`src/hw/rtl/lps_pkg.sv`:
```
// Shared types, constants and pattern ROM of the LED pattern sequencer.
package lps_pkg;

    localparam int LED_COUNT_DEF = 8;

    localparam logic [7:0]  PROG_VALID   = 8'd10;
    localparam logic [4:0]  PATTERN_BITS = 5'd24;
    localparam logic [6:0]  REP_FOREVER  = 7'h7F;
    localparam logic [1:0]  LAST_STEP    = 2'd2;
    localparam logic [31:0] PAD          = 32'hFE000000;
    localparam logic [7:0]  TOP_JUMP     = 8'h80;
    localparam logic [7:0]  TOP_PROGCHG  = 8'h81;
    localparam logic [6:0]  TOP_RETURN   = 7'h7F;

    localparam logic [1:0] OP_TICK  = 2'd0;
    localparam logic [1:0] OP_START = 2'd1;
    localparam logic [1:0] OP_CLEAR = 2'd2;

    typedef enum logic [1:0] {
        ST_IDLE,
        ST_SCAN,
        ST_STEP,
        ST_DONE
    } lps_state_t;

    typedef struct packed {
        logic [3:0] prog;
        logic [3:0] word_index;
        logic [4:0] bits_left;
        logic [6:0] repeats_left;
    } led_entry_t;

    typedef struct packed {
        led_entry_t entry;
        logic       running;
        logic       again;
        logic       level;
    } step_res_t;

    function automatic logic [31:0] rom_word(input logic [3:0] prog, input logic [3:0] idx);
        logic [31:0] w;
        w = PAD;
        unique case (prog)
            4'd1:
            begin
                if (idx == 4'd0) w = 32'h7F111111;
            end
            4'd2:
            begin
                if (idx == 4'd0) w = 32'h7F555555;
            end
            4'd3:
            begin
                if (idx == 4'd0) w = 32'hFF000000;
            end
            4'd5:
            begin
                unique case (idx)
                    4'd0: w = 32'h02100183;
                    4'd1: w = 32'h03003FFF;
                    4'd2: w = 32'h01C00200;
                    4'd3: w = 32'h02AAAAAA;
                    4'd4: w = 32'h06FFFFFF;
                    4'd5: w = 32'h01AAAAFE;
                    4'd6: w = 32'hFF000000;
                    default: w = PAD;
                endcase
            end
            4'd6:
            begin
                unique case (idx)
                    4'd0: w = 32'h02100183;
                    4'd1: w = 32'h03003FFF;
                    4'd2: w = 32'h01C00200;
                    4'd3: w = 32'h02AAAAAA;
                    4'd4: w = 32'h00FFFFF0;
                    4'd5: w = 32'h003FF0CF;
                    4'd6: w = 32'h00ABF7FE;
                    4'd7: w = 32'hFF000000;
                    default: w = PAD;
                endcase
            end
            4'd7:
            begin
                unique case (idx)
                    4'd0: w = 32'h01EEEEEE;
                    4'd1: w = 32'h01DB6DB6;
                    4'd2: w = 32'h01CCCCCC;
                    4'd3: w = 32'h00111111;
                    default: w = PAD;
                endcase
            end
            4'd8:
            begin
                unique case (idx)
                    4'd0: w = 32'h00111111;
                    4'd1: w = 32'h01CCCCCC;
                    4'd2: w = 32'h01DB6DB6;
                    4'd3: w = 32'h01EEEEEE;
                    4'd4: w = 32'hFF000000;
                    default: w = PAD;
                endcase
            end
            4'd9:
            begin
                unique case (idx)
                    4'd0: w = 32'h00111111;
                    4'd1: w = 32'h00CCCCCC;
                    4'd2: w = 32'h00EEEEEE;
                    4'd3: w = 32'h00FFFFFF;
                    4'd4: w = 32'h00EEEEEE;
                    4'd5: w = 32'h00CCCCCC;
                    4'd6: w = 32'h00111111;
                    4'd7: w = 32'h01000000;
                    4'd8: w = 32'h80000000;
                    default: w = PAD;
                endcase
            end
            default: w = PAD;
        endcase
        return w;
    endfunction

endpackage

```
`src/hw/rtl/lps_if.sv`:
```
// Item channel interfaces of the LED pattern sequencer.
interface lps_cmd_if;
    logic       valid;
    logic       ready;
    logic [1:0] opcode;
    logic [2:0] led_index;
    logic [7:0] program_number;

    modport source (output valid, output opcode, output led_index, output program_number,
                    input ready);
    modport sink (input valid, input opcode, input led_index, input program_number,
                  output ready);
endinterface

interface lps_res_if;
    logic       valid;
    logic       ready;
    logic [7:0] drive_mask;
    logic [7:0] drive_levels;
    logic       fault;

    modport source (output valid, output drive_mask, output drive_levels, output fault,
                    input ready);
    modport sink (input valid, input drive_mask, input drive_levels, input fault,
                  output ready);
endinterface

```
`src/hw/rtl/lps_led_mem.sv`:
```
// Per-LED state memory, one write port and one registered read port.
module lps_led_mem #(
    parameter int DEPTH = lps_pkg::LED_COUNT_DEF,
    parameter int AW    = 3
) (
    input  logic                clk,
    input  logic                rd_en,
    input  logic [AW-1:0]       rd_addr,
    output lps_pkg::led_entry_t rd_data,
    input  logic                wr_en,
    input  logic [AW-1:0]       wr_addr,
    input  lps_pkg::led_entry_t wr_data
);

    lps_pkg::led_entry_t mem [DEPTH];
    lps_pkg::led_entry_t rd_data_reg;

    always_ff @(posedge clk)
    begin
        if (wr_en)
        begin
            mem[wr_addr] <= wr_data;
        end
    end

    always_ff @(posedge clk)
    begin
        if (rd_en)
        begin
            rd_data_reg <= mem[rd_addr];
        end
    end

    assign rd_data = rd_data_reg;

endmodule

```
`src/hw/rtl/lps_step.sv`:
```
// One interpreter step of a running LED: fetch word, decode, update entry.
module lps_step (
    input  lps_pkg::led_entry_t entry,
    output lps_pkg::step_res_t  res
);

    always_comb
    begin
        logic [31:0] w;
        logic [7:0]  top;
        logic [4:0]  b;
        w   = lps_pkg::rom_word(entry.prog, entry.word_index);
        top = w[31:24];
        b   = entry.bits_left - 5'd1;
        res         = '0;
        res.entry   = entry;
        res.running = 1'b1;
        priority if (entry.bits_left != 5'd0)
        begin
            res.entry.bits_left = b;
            if (b == 5'd0)
            begin
                if (entry.repeats_left == 7'd0)
                begin
                    res.entry.word_index = entry.word_index + 4'd1;
                end
                else
                begin
                    if (entry.repeats_left != lps_pkg::REP_FOREVER)
                    begin
                        res.entry.repeats_left = entry.repeats_left - 7'd1;
                    end
                    res.entry.bits_left = lps_pkg::PATTERN_BITS;
                end
            end
            res.level = w[b];
        end
        else if (!top[7])
        begin
            res.entry.bits_left    = lps_pkg::PATTERN_BITS;
            res.entry.repeats_left = top[6:0];
            res.again              = 1'b1;
        end
        else if (top == lps_pkg::TOP_JUMP)
        begin
            res.entry.word_index = w[3:0];
            res.again            = 1'b1;
        end
        else if (top == lps_pkg::TOP_PROGCHG)
        begin
            res.entry.word_index   = 4'd0;
            res.entry.bits_left    = 5'd0;
            res.entry.repeats_left = 7'd0;
            if (w[7:0] < lps_pkg::PROG_VALID)
            begin
                res.entry.prog = w[3:0];
                res.again      = 1'b1;
            end
            else
            begin
                res.running = 1'b0;
            end
        end
        else if (top[7:1] == lps_pkg::TOP_RETURN)
        begin
            res.running          = 1'b0;
            res.entry.word_index = 4'd0;
            res.level            = top[0];
        end
        else
        begin
            res.entry.word_index = entry.word_index + 4'd1;
        end
    end

endmodule

```
`src/hw/rtl/led_pattern_bytecode_sequencer_unit.sv`:
```
// Top level of the LED pattern sequencer: command decode, LED scan and result register.
// A command item is taken when the unit is idle. Start and clear items, unused opcodes
// and a tick that applies a pending clear go from accept straight to the result load.
// Any other tick is accepted, then per LED passes one scan step plus one to three
// interpreter steps when the LED is running, then loads the result once the output
// register is free. The scan time is set by the single per-LED state memory, read
// once and written once per running LED, and the one shared step unit that follows
// at most three words per LED and tick. A result waits in an output register, so the
// next item is accepted while it is still pending. Running flags sit in flip-flops and
// are cleared at reset, so no memory clearing pass is needed.
module led_pattern_bytecode_sequencer_unit #(
    parameter int LED_COUNT = lps_pkg::LED_COUNT_DEF
) (
    input  logic     clk,
    input  logic     rst_n,
    lps_cmd_if.sink   cmd,
    lps_res_if.source result
);

    localparam int IDX_W = (LED_COUNT > 1) ? $clog2(LED_COUNT) : 1;

    lps_pkg::lps_state_t state_reg, state_next;
    logic [IDX_W-1:0]     i_reg, i_next;
    logic [1:0]           n_reg, n_next;
    logic [LED_COUNT-1:0] running_reg, running_next;
    logic                 clear_pending_reg, clear_pending_next;
    lps_pkg::led_entry_t  work_reg, work_next;
    logic [7:0]           acc_mask_reg, acc_mask_next;
    logic [7:0]           acc_lev_reg, acc_lev_next;
    logic                 acc_fault_reg, acc_fault_next;
    logic                 res_valid_reg, res_valid_next;
    logic [7:0]           res_mask_reg, res_mask_next;
    logic [7:0]           res_lev_reg, res_lev_next;
    logic                 res_fault_reg, res_fault_next;

    logic                 cmd_fire;
    logic                 rd_en;
    logic                 wr_en;
    logic [IDX_W-1:0]     wr_addr;
    lps_pkg::led_entry_t  wr_data;
    lps_pkg::led_entry_t  rd_data;
    lps_pkg::led_entry_t  step_in;
    lps_pkg::step_res_t   step_out;
    logic [IDX_W+2:0]     idx_wide;
    logic [IDX_W+2:0]     i_wide;
    logic                 idx_ok;
    logic                 i_last;

    assign cmd_fire = cmd.valid && cmd.ready;
    assign idx_wide = (IDX_W+3)'(cmd.led_index);
    assign i_wide   = (IDX_W+3)'(i_reg);
    assign idx_ok   = 32'(cmd.led_index) < 32'(LED_COUNT);
    assign i_last   = i_reg == IDX_W'(LED_COUNT - 1);
    assign step_in  = (n_reg == 2'd0) ? rd_data : work_reg;

    lps_led_mem #(
        .DEPTH (LED_COUNT),
        .AW    (IDX_W)
    ) u_mem (
        .clk     (clk),
        .rd_en   (rd_en),
        .rd_addr (i_reg),
        .rd_data (rd_data),
        .wr_en   (wr_en),
        .wr_addr (wr_addr),
        .wr_data (wr_data)
    );

    lps_step u_step (
        .entry (step_in),
        .res   (step_out)
    );

    always_ff @(posedge clk or negedge rst_n)
    begin
        if (!rst_n)
        begin
            state_reg         <= lps_pkg::ST_IDLE;
            i_reg             <= '0;
            n_reg             <= '0;
            running_reg       <= '0;
            clear_pending_reg <= 1'b1;
            res_valid_reg     <= 1'b0;
        end
        else
        begin
            state_reg         <= state_next;
            i_reg             <= i_next;
            n_reg             <= n_next;
            running_reg       <= running_next;
            clear_pending_reg <= clear_pending_next;
            res_valid_reg     <= res_valid_next;
        end
    end

    always_ff @(posedge clk)
    begin
        work_reg      <= work_next;
        acc_mask_reg  <= acc_mask_next;
        acc_lev_reg   <= acc_lev_next;
        acc_fault_reg <= acc_fault_next;
        res_mask_reg  <= res_mask_next;
        res_lev_reg   <= res_lev_next;
        res_fault_reg <= res_fault_next;
    end

    always_comb
    begin
        state_next         = state_reg;
        i_next             = i_reg;
        n_next             = n_reg;
        running_next       = running_reg;
        clear_pending_next = clear_pending_reg;
        work_next          = work_reg;
        acc_mask_next      = acc_mask_reg;
        acc_lev_next       = acc_lev_reg;
        acc_fault_next     = acc_fault_reg;
        res_valid_next     = res_valid_reg && !result.ready;
        res_mask_next      = res_mask_reg;
        res_lev_next       = res_lev_reg;
        res_fault_next     = res_fault_reg;
        cmd.ready          = state_reg == lps_pkg::ST_IDLE;
        rd_en              = 1'b0;
        wr_en              = 1'b0;
        wr_addr            = i_reg;
        wr_data            = step_out.entry;

        unique case (state_reg)
            lps_pkg::ST_IDLE:
            begin
                if (cmd_fire)
                begin
                    acc_mask_next  = '0;
                    acc_lev_next   = '0;
                    acc_fault_next = 1'b0;
                    state_next     = lps_pkg::ST_DONE;
                    unique case (cmd.opcode)
                        lps_pkg::OP_START:
                        begin
                            if (idx_ok)
                            begin
                                wr_en   = 1'b1;
                                wr_addr = idx_wide[IDX_W-1:0];
                                wr_data = '{prog: cmd.program_number[3:0], word_index: 4'd0,
                                            bits_left: 5'd0, repeats_left: 7'd0};
                                running_next[idx_wide[IDX_W-1:0]] =
                                    cmd.program_number < lps_pkg::PROG_VALID;
                            end
                        end
                        lps_pkg::OP_CLEAR:
                        begin
                            clear_pending_next = 1'b1;
                        end
                        lps_pkg::OP_TICK:
                        begin
                            if (clear_pending_reg)
                            begin
                                clear_pending_next = 1'b0;
                                running_next       = '0;
                            end
                            else
                            begin
                                i_next     = '0;
                                state_next = lps_pkg::ST_SCAN;
                            end
                        end
                        default:
                        begin
                        end
                    endcase
                end
            end
            lps_pkg::ST_SCAN:
            begin
                if (running_reg[i_reg])
                begin
                    rd_en      = 1'b1;
                    n_next     = 2'd0;
                    state_next = lps_pkg::ST_STEP;
                end
                else if (i_last)
                begin
                    state_next = lps_pkg::ST_DONE;
                end
                else
                begin
                    i_next = i_reg + 1'b1;
                end
            end
            lps_pkg::ST_STEP:
            begin
                if (!step_out.again || n_reg == lps_pkg::LAST_STEP)
                begin
                    wr_en                = 1'b1;
                    running_next[i_reg]  = step_out.running;
                    if (i_wide < (IDX_W+3)'(8))
                    begin
                        acc_mask_next[i_wide[2:0]] = 1'b1;
                        acc_lev_next[i_wide[2:0]]  = step_out.level && !step_out.again;
                    end
                    if (step_out.again)
                    begin
                        acc_fault_next = 1'b1;
                    end
                    n_next = 2'd0;
                    if (i_last)
                    begin
                        state_next = lps_pkg::ST_DONE;
                    end
                    else
                    begin
                        i_next     = i_reg + 1'b1;
                        state_next = lps_pkg::ST_SCAN;
                    end
                end
                else
                begin
                    work_next = step_out.entry;
                    n_next    = n_reg + 2'd1;
                end
            end
            lps_pkg::ST_DONE:
            begin
                if (!res_valid_reg || result.ready)
                begin
                    res_valid_next = 1'b1;
                    res_mask_next  = acc_mask_reg;
                    res_lev_next   = acc_lev_reg;
                    res_fault_next = acc_fault_reg;
                    state_next     = lps_pkg::ST_IDLE;
                end
            end
            default:
            begin
                state_next = lps_pkg::ST_IDLE;
            end
        endcase
    end

    assign result.valid        = res_valid_reg;
    assign result.drive_mask   = res_mask_reg;
    assign result.drive_levels = res_lev_reg;
    assign result.fault        = res_fault_reg;

`ifndef SYNTHESIS
    a_step_on_running: assert property (@(posedge clk) disable iff (!rst_n)
        state_reg == lps_pkg::ST_STEP |-> running_reg[i_reg])
        else $error("step on an idle LED");

    a_step_bound: assert property (@(posedge clk) disable iff (!rst_n)
        state_reg == lps_pkg::ST_STEP |-> n_reg != 2'd3)
        else $error("step count past limit");

    a_clear_on_tick: assert property (@(posedge clk) disable iff (!rst_n)
        (cmd_fire && cmd.opcode == lps_pkg::OP_TICK && clear_pending_reg)
        |=> (running_reg == '0 && !clear_pending_reg))
        else $error("pending clear not applied on tick");

    a_result_from_done: assert property (@(posedge clk) disable iff (!rst_n)
        $rose(res_valid_reg) |-> $past(state_reg) == lps_pkg::ST_DONE)
        else $error("result loaded outside done state");
`endif

endmodule

```
`src/flat_wrapper.sv`:
```
// flat-port wrapper written by rule: the top's interface ports become plain ports
module led_pattern_bytecode_sequencer_unit_flat 
#(
    parameter int LED_COUNT = lps_pkg::LED_COUNT_DEF
)
  (clk, rst_n, cmd_valid, cmd_opcode, cmd_led_index, cmd_program_number, cmd_ready, result_valid, result_drive_mask, result_drive_levels, result_fault, result_ready);
  lps_cmd_if cmd_i ();
  lps_res_if result_i ();
  input  logic clk;
  input  logic rst_n;
  input wire logic [$bits(cmd_i.valid)-1:0] cmd_valid;
  input wire logic [$bits(cmd_i.opcode)-1:0] cmd_opcode;
  input wire logic [$bits(cmd_i.led_index)-1:0] cmd_led_index;
  input wire logic [$bits(cmd_i.program_number)-1:0] cmd_program_number;
  output wire logic [$bits(cmd_i.ready)-1:0] cmd_ready;
  output wire logic [$bits(result_i.valid)-1:0] result_valid;
  output wire logic [$bits(result_i.drive_mask)-1:0] result_drive_mask;
  output wire logic [$bits(result_i.drive_levels)-1:0] result_drive_levels;
  output wire logic [$bits(result_i.fault)-1:0] result_fault;
  input wire logic [$bits(result_i.ready)-1:0] result_ready;
  assign cmd_i.valid = cmd_valid;
  assign cmd_i.opcode = cmd_opcode;
  assign cmd_i.led_index = cmd_led_index;
  assign cmd_i.program_number = cmd_program_number;
  assign cmd_ready = cmd_i.ready;
  assign result_valid = result_i.valid;
  assign result_drive_mask = result_i.drive_mask;
  assign result_drive_levels = result_i.drive_levels;
  assign result_fault = result_i.fault;
  assign result_i.ready = result_ready;
  led_pattern_bytecode_sequencer_unit #(.LED_COUNT(LED_COUNT)) u_core (.clk(clk), .rst_n(rst_n), .cmd(cmd_i), .result(result_i));
endmodule
```
`config.mk`:
```
export PLATFORM = sky130hd
export DESIGN_NAME = led_pattern_bytecode_sequencer_unit_flat
export DESIGN_NICKNAME = d
export VERILOG_FILES = /design/src/hw/rtl/lps_pkg.sv /design/src/hw/rtl/lps_if.sv /design/src/hw/rtl/lps_led_mem.sv /design/src/hw/rtl/lps_step.sv /design/src/hw/rtl/led_pattern_bytecode_sequencer_unit.sv /design/src/flat_wrapper.sv
export SDC_FILE = /design/constraint.sdc
export NUM_CORES = 1
export LEC_CHECK = 0
export BUFFER_PORTS_ARGS = -buffer_cell sky130_fd_sc_hd__buf_2
export CORE_MARGIN = 2
export CORE_UTILIZATION = 55
export CTS_CLUSTER_DIAMETER = 40
export DETAILED_ROUTE_END_ITERATION = 16
export PLACE_DENSITY = 0.79
export SETUP_SLACK_MARGIN = 0.15
export SYNTH_ARGS = -nofsm -noshare
export SYNTH_HDL_FRONTEND = slang
export SYNTH_SLANG_ARGS = --single-unit
```
`constraint.sdc`:
```
create_clock -name clk -period 11.02 [get_ports clk]
set_input_delay 0.551 -clock clk [delete_from_list [all_inputs] [get_ports clk]]
set_output_delay 0.551 -clock clk [all_outputs]
set_load 0.05 [all_outputs]
```
==> impl_metrics.yaml <==
status:
  run_status: "complete, no violations"
routing:
  routedWlPerCell_um: 24.65
  drc: 0
  avgViaCountPerCell: 6.883
  wl_um: 32710
  drtIter0Drc: 1098
  first_pass_iters: 5
  route.vias.total: 9134
  ant_nets: 0
global_routing:
  grtUsageMet3_pct: 4.962
  grt_use_met1_pct: 39.37
  grt_pass1_vias: 8828
  grt-busiest-layer: "met2"
  antenna_found_initial: 0
  overflow: 0
  use_met2_pct: 42.77
  grt.total_usage_pct: 27.76
  grt_pass1_wl_um: 50570
  grt_max_degree: 59
critical_path:
  cp_slowest_stage_delay_ps: 680
  worst-path-buf-inv: 5
  path_class: "flip-flop to flip-flop"
  startpoint_type: "flip-flop"
  cp.arrival_ps: 5900
  end_kind: "flip-flop"
  crit_fanout: 58
  cp_slowest_cell: "inv_1"
  cp_top_family: "buffers and inverters"
  crit_chain: "inv_1, ha_2, buf_4, mux2_4, clkinv_1, ha_1, nor3_1, o211a_2, o21ba_2, a2111oi_1, nand2_1, o31a_2, or2_4, inv_1, nor3_2, buf_4"
  worstPathRequired_ps: 11300
clock_network:
  htree_levels: 1
  insertion_delay_ps: 550
  cts_root_buf: "clkbuf_16"
  clkTransAtPathRegs_ps: 60
  cts_buffers: 31
  cts_buffer_depth: 3
  cts_sinks: 251
  cts_tree: "built"
yosys:
  synth_cells: 988
  ys_ff_latch: 251
  syn_area_sq_um: 12230
  seq_area_frac_synth_pct: 60.95
  synth.distinct_cells: 81
  ys.flop_type: "edfxtp_1"
  yosys_warnings: 0
  avgSynthCellArea_sq_um: 12.38
  async_flop_share_pct: 6.773
  syn_nets: 1026
  synth-edff-count: 234
sta:
  holdWs_ps: 290.7
  max-slew-margin-rel_pct: 17.44
  setup_viol: 0
  fmax_mhz: 177.9
  hold_viol: 0
  drv_slew: 0
  period_share_pct: 51.01
  worst_pin_slew_ps: 1237
  period_needed_ps: 5621
  skew_ps: 12.69
  setup_tns_ps: 0
  rsz0062_at_grt: "false"
finish:
  seq_area_sq_um: 7453
  multi_input_area_sq_um: 4546
  layout.nets: 1063
  mostFrequentLayoutCell: "edfxtp_1"
  fillers: 1618
  drive_gt1_share_pct: 15.95
  syn_to_final_growth_pct: 12.52
  num_antenna_cells: 0
  largest_reg_flops: 160
  mostFrequentLayoutCells: "edfxtp_1 (234), a22oi_1 (84), nand2_1 (62)"
power:
  vdd_drop_max_uv: 164.5
  powerDensity_nw_per_um2: 232.7
  leakage_nw: 4.641
  fin_total_pwr_mw: 3.203
die:
  initial_core_util_pct: 56.04
  die_area_sq_um: 23440
  core_area_sq_um: 21820
  dieWidth_um: 153.1
  dieHeight_um: 153.1
  io_pins: 36
  rows: 54
flow_run:
  drv_cap: 0
place:
  dp_hpwl_um: 21540
  io_buffers: 35
  gp_congestion: 0.9393
hold_path:
  hp-class: "primary input to flip-flop"
-- logic make-up (layout without fill, tap and decap cells) --
family	after synthesis	count (layout)	synth area share [%]
AND/OR/NAND/NOR	312	312	13.57
AO/OA/AOI/OAI	286	286	16.44
flip-flops	251	251	60.95
buffers and inverters	68	127	2.333
multiplexers	41	41	3.918
adder cells (fa/ha/maj)	21	21	2.149
XOR/XNOR	9	9	0.6445
-- per-stage QoR --
step                utilization (%)  cell area (sq um)  setup slack [ps]  std cells
global placement              58.32              12730              5597       1271
detailed placement            58.32              12730              5491       1271
finish                        63.05              13760              5399       1327
CTS                           63.05              13760              5444       1327
global route                  63.05              13760              4849       1327
floorplan                         -              12230              6328        988
-- report_power, final --
part | switching, mW | internal [mW]
clock network | 0.409 | 0.578
logic | 0.621 | 0.257
registers | 0.0748 | 1.26
total | 1.10 | 2.10
-- Yosys cell counts, types with 9 or more instances --
cell,number,area (sq um)
edfxtp_1,234,7027
a22oi_1,84,630.6
nor2_1,69,259.0
nand2_1,62,232.7
clkbuf_1,40,150.1
o21ai_0,40,200.2
nor3_1,37,185.2
a21oi_1,33,165.2
nand4_1,25,156.4
mux2_2,23,259.0
ha_1,21,262.8
and2_1,20,125.1
o22ai_1,19,118.9
dfrtp_1,16,400.4
nand3_1,15,75.07
nor3b_1,15,112.6
inv_1,14,52.55
a211oi_1,13,97.59
mux2i_1,13,130.1
o21a_1,12,90.09
and3_1,11,68.82
a31oi_1,10,62.56
a221oi_1,9,78.83
-- worst min-delay path: cells and delay by family --
family	cells	cell delay, ps
simple gates	2	130
buf+inv	2	120
-- routing by layer --
| layer | share of wire [%] | wire [um] |
|---|---|---|
| met3 | 9.9 | 3239 |
| met1 | 40 | 13120 |
| met4 | 4.2 | 1358 |
| met2 | 46 | 14990 |
| met5 | 0 | 0 |
-- final cells by class --
class / instances / share of cell area (%)
Timing Repair Buffer: 54 / 2.328
Inverter: 18 / 0.4910
Multi-Input combinational cell: 669 / 33.03
Clock inverter: 20 / 1.691
Tap cell: 280 / 2.546
Clock buffer: 35 / 5.746
Sequential cell: 251 / 54.16
-- final timing paths --
path | from | to | slack, ps | cells after the start
max reg2reg | u_core.n_reg[0] | u_core.acc_mask_reg[0] | 5400 | 16
max | u_core.n_reg[0] | u_core.acc_mask_reg[0] | 5400 | 16
min reg2reg | u_core.acc_fault_reg | u_core.result.fault | 450 | 0
max in group asynchronous | rst_n | u_core.clear_pending_reg | 10220 | 2
min | result_ready | u_core.result.valid | 290 | 4
min in group asynchronous | rst_n | u_core.running_reg[2] | 470 | 2
-- repair_timing --
action,4_1_cts,5_1_grt
gates resized for setup,0,0
hold buffers,1,0
hold endpoints to repair,16,0
setup buffers,0,0
Power figures use the tool's default switching activity.
